<file path="config.mk">
export PLATFORM = sky130hd
export DESIGN_NAME = rgst_ram
export DESIGN_NICKNAME = d
export VERILOG_FILES = /design/src/rgst_ram.sv
export SDC_FILE = /design/constraint.sdc
export NUM_CORES = 1
export LEC_CHECK = 0
export BUFFER_PORTS_ARGS = -buffer_cell sky130_fd_sc_hd__buf_2
export CAP_MARGIN = 20
export CORE_MARGIN = 5
export CORE_UTILIZATION = 50
export CTS_CLUSTER_SIZE = 16
export DETAILED_ROUTE_END_ITERATION = 6
export GPL_TIMING_DRIVEN = 1
export PLACE_DENSITY = 0.74
export SLEW_MARGIN = 0
export SYNTH_ARGS = -nofsm -noshare
export SYNTH_HDL_FRONTEND = slang
export SYNTH_SLANG_ARGS = --single-unit
</file>
<file path="constraint.sdc">
create_clock -name clk -period 4.1 [get_ports clk]
set_input_delay 0.41 -clock clk [delete_from_list [all_inputs] [get_ports clk]]
set_output_delay 0.41 -clock clk [all_outputs]
set_load 0.01 [all_outputs]
</file>
<file path="src/rgst_ram.sv">
// ----------------------------------------------------------------------------
// Generic single-port RAM
// One write or one read per cycle, read data registered.
// ----------------------------------------------------------------------------
module rgst_ram #(
    parameter int WIDTH = 8,
    parameter int DEPTH = 16
) (
    input  logic                      clk,
    input  logic                      we,
    input  logic [$clog2(DEPTH)-1:0]  addr,
    input  logic [WIDTH-1:0]          wdata,
    output logic [WIDTH-1:0]          rdata
);

    logic [WIDTH-1:0] mem [DEPTH];

    always_ff @(posedge clk)
    begin
        if (we)
        begin
            mem[addr] <= wdata;
        end
        rdata <= mem[addr];
    end

endmodule

</file>
### Word level (Yosys, flattened, before mapping)

Memory sizes are Yosys's and may differ from the RTL's. A register that Yosys moved wholly into a read port is not among the register bits.
Index checks and enable logic that the tools add are counted.

* mux-type cells: 2

Operators with widths (count)
* two-way mux 1 bit: 2

* register bits after elaboration: 0
* input port bits: 14
* output and inout port bits: 8
* memories: 1
* word-level logic and storage cells: 3
* RAM bits: 128

Memory list
* mem: depth 16, bits a word 8, read ports 1, clocked after memory_dff 1, wr ports 1, line 16 `logic [WIDTH-1:0] mem [DEPTH];`

### Depth between registers and ports, before layout

Gate-level depths: netlist of run 1.

* depth after elaboration: 2
* gate-level depth with buffers: 5

### Worst setup path after synthesis of run 1

OpenSTA, ideal clock, no wires.

* kind: input -> register
* start point: input addr[2]
* end point: memory mem[0][0], enable pin
* stages: 2
* path buffers: 0
* slack: 2.197 ns
* arrival time: 1.520 ns
* data required time: 3.717 ns
* cell sequence: or3b_2 > nor3_1

RTL lines
* start: declaration: line 11 `input logic [$clog2(DEPTH)-1:0] addr,`
* end: declaration: line 16

No word-level cell before the write port.

==> results_dict.tcl, run 1 <==
set metrics [dict create \
    status "finished, final reports clean" \
    cp_num_buf_inv 2 \
    place_area_um2 5320 \
    antenna_left 0 \
    grtUsageMet2 0.271 \
    syn_area_per_cell_um2 22.0 \
    grt_pass1_vias 2560 \
    syn2layout_area_growth_pct 17.3 \
    finalWirelength_um 9810 \
    finalSetupTns_ns 0 \
    grt_usage 0.170 \
    clockRootBuffer "clkbuf_8" \
    power.density_nw_per_um2 552 \
    initial_utilization 0.516 \
    clock_sinks 136 \
    rows 36 \
    io_buffers 21 \
    ir_worst_vdd_uv 287 \
    slew_headroom 0.374 \
    stdcell_area_um2 5950 \
    end_kind "register" \
    cp_cell_sequence "buf_2, buf_4, mux4_2, a22oi_1, nand2_1" \
    met1_usage 0.210 \
    path_clk_slew_ns 0.06 \
    synthTopCellsByArea "edfxtp_1 76%, mux4_2 14%, dfxtp_1 3.2%" \
    synth_top_flop_cell "edfxtp_1" \
    finalSetupViolCount 0 \
    num_io_pins 22 \
    fmax_ghz 0.516 \
    clock_latency_ns 0.51 \
    synth_enable_flop_cells 128 \
    critPathMaxStageDelay_ns 0.70 \
    synth_most_common_cell "edfxtp_1" \
    synthDistinctLibCells 18 \
    post-cts-setup-buffers 0 \
    cts_hold_buf 0 \
    worst_path_max_delay_cell "buf_2" \
    slew_violations 0 \
    final_cells 410 \
    rsz0062_at_grt "false" \
    async_flop_share 0 \
    drc_errors 0 \
    clockBufferDepth 2 \
    grt_pass1_wl_um 14900 \
    drv_cap 0 \
    synth_area_leader_cell "edfxtp_1" \
    tightest_slew_ns 0.939 \
    die_h_um 111 \
    worstPathArrival_ns 2.33 \
    gp_congestion 0.830 \
    fp.coreArea_um2 9820 \
    synthesis.nets 244 \
    synthesis.area_um2 5070 \
    crit_type "in2reg" \
    required_ns 4.49 \
    synthCells 230 \
    grt-busiest-layer "met2" \
    via_count 2385 \
    grt_max_degree 40 \
    post_drt_wl_per_cell_um 23.9 \
    drt_pass1_iterations 4 \
    synth-seq-cells 136 \
    cts_resized 0 \
    synth_common_cells "128 x edfxtp_1, 32 x mux4_2, 16 x a22oi_1, 13 x nor2_1, 9 x nand2_1" \
    power_mw 3.28 \
    die_w_um 111 \
    seq_area_um2 4000 \
    fillerInstances 685 \
    antenna_found_initial 0 \
    tritoncts "done" \
    use_met3 0.0431 \
    critPathTopFamily "buffers and inverters" \
    p_leak_nw 1.96 \
    pre_cts_slack_ns 1.60 \
    die-area_um2 12200 \
    finalCritPeriodShare 0.473 \
    n_antenna_cell 0 \
    min_period_ns 1.94 \
    routed_via_density 5.82 \
    clock_skew_ns 0.0101 \
    htree_levels 4 \
    multi_input_area_um2 1000 \
    worst_slack_ns 2.16 \
    dp_cells 378 \
    cts_buffers 17 \
    fin_nets 278 \
    worst_setup_path_start_kind "input port" \
    critPathMaxFanout 29 \
    yosysTopAreaCellShare 0.759 \
    drt_iter0_drc 268 \
    min_path_type "in2reg" \
    drive_gt1_frac 0.325 \
    ys_seq_area_frac 0.790 \
    dpl.hpwl_um 5900 \
    yosys_warnings 0 \
    overflow 0 \
    final_hold_viol_count 0 \
]
path summary, 6_finish.rpt:
kind              cells past startpoint  slack [ns]       start    endpoint
setup / recovery                      5        2.16     addr[0]    rdata[0]
hold / removal                        1        0.31    wdata[5]  mem[10][5]
setup reg to reg                      3        2.68   mem[0][1]    rdata[1]
hold reg to reg                       3        0.69  mem[14][4]    rdata[4]
metrics by stage:
step,hold slack (ns),util
finish,0.307,0.606
CTS,0.278,0.606
global placement,0.658,0.541
floorplan,0.509,-
detailed placement,0.683,0.541
global route,0.292,0.606
state kept, by name, summed over array words and instances (netlist names):
signal	flops
mem	128
rdata	8
power breakdown:
part	internal, mW	switching, mW	total (mW)
Combinational	0.0569	0.0869	0.144
Sequential	1.56	0.0100	1.57
Clock	1.04	0.537	1.57
kinds of logic after synthesis:
kind of cell / Yosys count / share of synthesized area
AOI/OAI and AO/OA: 16 / 0.0237
buffers and inverters: 11 / 0.0119
DFF: 136 / 0.790
muxes: 32 / 0.142
and+or+nand+nor: 35 / 0.0321
per-layer routing:
metal,wire (um),share of wire
met1,3560,0.36
met2,5100,0.52
met3,776,0.079
met4,374,0.038
met5,0,0
cell usage in the layout, fill, tap and decap left out, types with 4 or more instances in the layout:
master,n
buf_4,5
nor3_1,4
clkbuf_8,4
mux4_2,32
a22oi_1,16
nand2_1,9
clkbuf_16,16
bufinv_16,4
dfxtp_1,8
edfxtp_1,128
buf_2,21
nor2_1,13
area by class of cell:
class,instances,share of cell area
sequential,136,0.673
timing repair buffer,26,0.0240
multi-input combinational,83,0.169
clock inverter,11,0.0286
clock buffer,21,0.0772
tap,133,0.0280
Note: power is estimated with default switching activity, not from simulation.
==> run 2: changes to the inputs <==
clock period = 1.8 ns   (was 4.1 ns; I/O delays follow)
==> run 2 against run 1 <==
  * Core utilization increased by 1.6 points
  * Register-to-register slack worse by 2.2 ns
  * First-iteration DRC count decreased by 30%
  * Final cell count rose by 4.9%
  * Clock power grew 120%
  * Clock skew is 0.0050 ns lower
  * Total power increased by 120%
  * Combinational power up 140%
  * Setup slack got worse by 1.7 ns
  * Largest cell class unchanged
  * Via count is 1.2% lower
  * Critical path type is now reg2reg
  * Largest power group unchanged
  * Clock-buffer cell count is 1 lower
==> results_dict.tcl, run 2 (synthesis results as in run 1) <==
set metrics [dict create \
    fillerInstances 665 \
    largestRegisters "mem x128, rdata x8" \
    die-area_um2 12200 \
    finalSetupViolCount 0 \
    overflow 0 \
    drt_pass1_iterations 4 \
    num_io_pins 22 \
    min_path_type "in2reg" \
    slew_headroom 0.776 \
    min_from "wdata[7]" \
    antenna_found_initial 0 \
    gp_congestion 0.747 \
    io_buffers 21 \
    slew_violations 0 \
    clock_latency_ns 0.52 \
    grt_pass1_vias 2539 \
    power_mw 7.35 \
    critPathMaxFanout 1 \
    crit_type "reg2reg" \
    htree_levels 4 \
    r2r_start "mem[1][4]" \
    rsz0062_at_grt "false" \
    final_cells 430 \
    layout_common_cells "128 x edfxtp_1, 32 x mux4_2, 22 x buf_4, 21 x buf_2" \
    grt_usage 0.160 \
    tightest_slew_ns 0.337 \
    tritoncts "done" \
    finalSetupTns_ns 0 \
    max_flop_register "mem" \
    routed_via_density 5.48 \
    die_h_um 111 \
    top_layer "met4" \
    drive_gt1_frac 0.370 \
    worst_setup_path_start_kind "register" \
    worstPathArrival_ns 1.75 \
    fp.coreArea_um2 9820 \
    startpoint "mem[1][4]" \
    ir_worst_vdd_uv 709 \
    dp_cells 398 \
    dpl.hpwl_um 5980 \
    post-cts-setup-buffers 0 \
    path_clk_slew_ns 0.06 \
    wirelength_met1_um 3590 \
    required_ns 2.21 \
    regToRegSetupSlack_ns 0.46 \
    syn2layout_area_growth_pct 20.5 \
    seq_area_um2 4000 \
    layout_commonest_cell "edfxtp_1" \
    finalCritPeriodShare 0.745 \
    drc_errors 0 \
    largest_reg_flops 128 \
    met2_length_um 4700 \
    min_period_ns 1.34 \
    end_kind "register" \
    n_antenna_cell 0 \
    clock_skew_ns 0.00514 \
    clock_sinks 136 \
    drt_iter0_drc 188 \
    via_count 2356 \
    initial_utilization 0.516 \
    power.density_nw_per_um2 1200 \
    grt_max_degree 26 \
    p_leak_nw 2.06 \
    clockBufferDepth 2 \
    met3_length_um 413 \
    final_hold_viol_count 0 \
    drv_cap 0 \
    rows 36 \
    fmax_ghz 0.746 \
    multi_input_area_um2 1000 \
    die_w_um 111 \
    antenna_left 0 \
    post_drt_wl_per_cell_um 20.7 \
    grt_pass1_wl_um 14400 \
    status "finished, final reports clean" \
    cts_hold_buf 0 \
    fin_nets 298 \
    clockRootBuffer "clkbuf_8" \
    finalWirelength_um 8880 \
    cts_buffers 17 \
    cts_resized 0 \
]
[run 2: cell types whose count changed in the layout (fill, tap and decap cells not counted), sizes merged]
cell,previous run,this run
bufinv,4,3
clkinv,6,7
clkbuf,21,20
clkinvlp,0,1
buf,26,46
[run 2: through the flow]
stage                     cell area, um^2  utilization  hold WS (ns)  setup slack [ns]
after floorplan                      5070            -         0.279             0.127
after global placement               5500        0.561         0.559             0.273
after detailed placement             5500        0.561         0.571             0.261
after CTS                            6110        0.622        0.0246             0.456
after global routing                 6110        0.622        0.0313             0.380
final                                6110        0.622        0.0363             0.459
[run 2: area by class of cell]
cell class,instances,share of cell area
flip-flops and latches,136,0.656
multi-input cells,83,0.164
clock buffers,20,0.0746
repair buffers,46,0.0541
well taps,133,0.0272
clock inverters,12,0.0242
[run 2: where the power goes]
part / leakage (nW) / total, mW / switching [mW] / internal [mW]
Clock: 0.298 / 3.45 / 1.24 / 2.21
Combinational: 0.539 / 0.340 / 0.188 / 0.152
Sequential: 1.22 / 3.56 / 0.0191 / 3.54
Total: 2.06 / 7.35 / 1.44 / 5.91
[run 2: path summary, 6_finish.rpt]
path | to | cells after the start
setup / recovery | rdata[4] | 3
hold / removal | mem[8][7] | 1
setup reg to reg | rdata[4] | 3
hold reg to reg | rdata[3] | 3
[run 2: per-layer routing]
metal  vias up  GRT usage
met1      1204      0.191
met2        65      0.269
met3        17     0.0540
met4         0     0.0608
li1       1070          -
met5         -          0
[run 2: critical path, cell delays in order (launching register included)]
cell and delay, ns:
edfxtp_1 0.40, mux4_2 0.48, a22oi_1 0.27, nand2_1 0.08
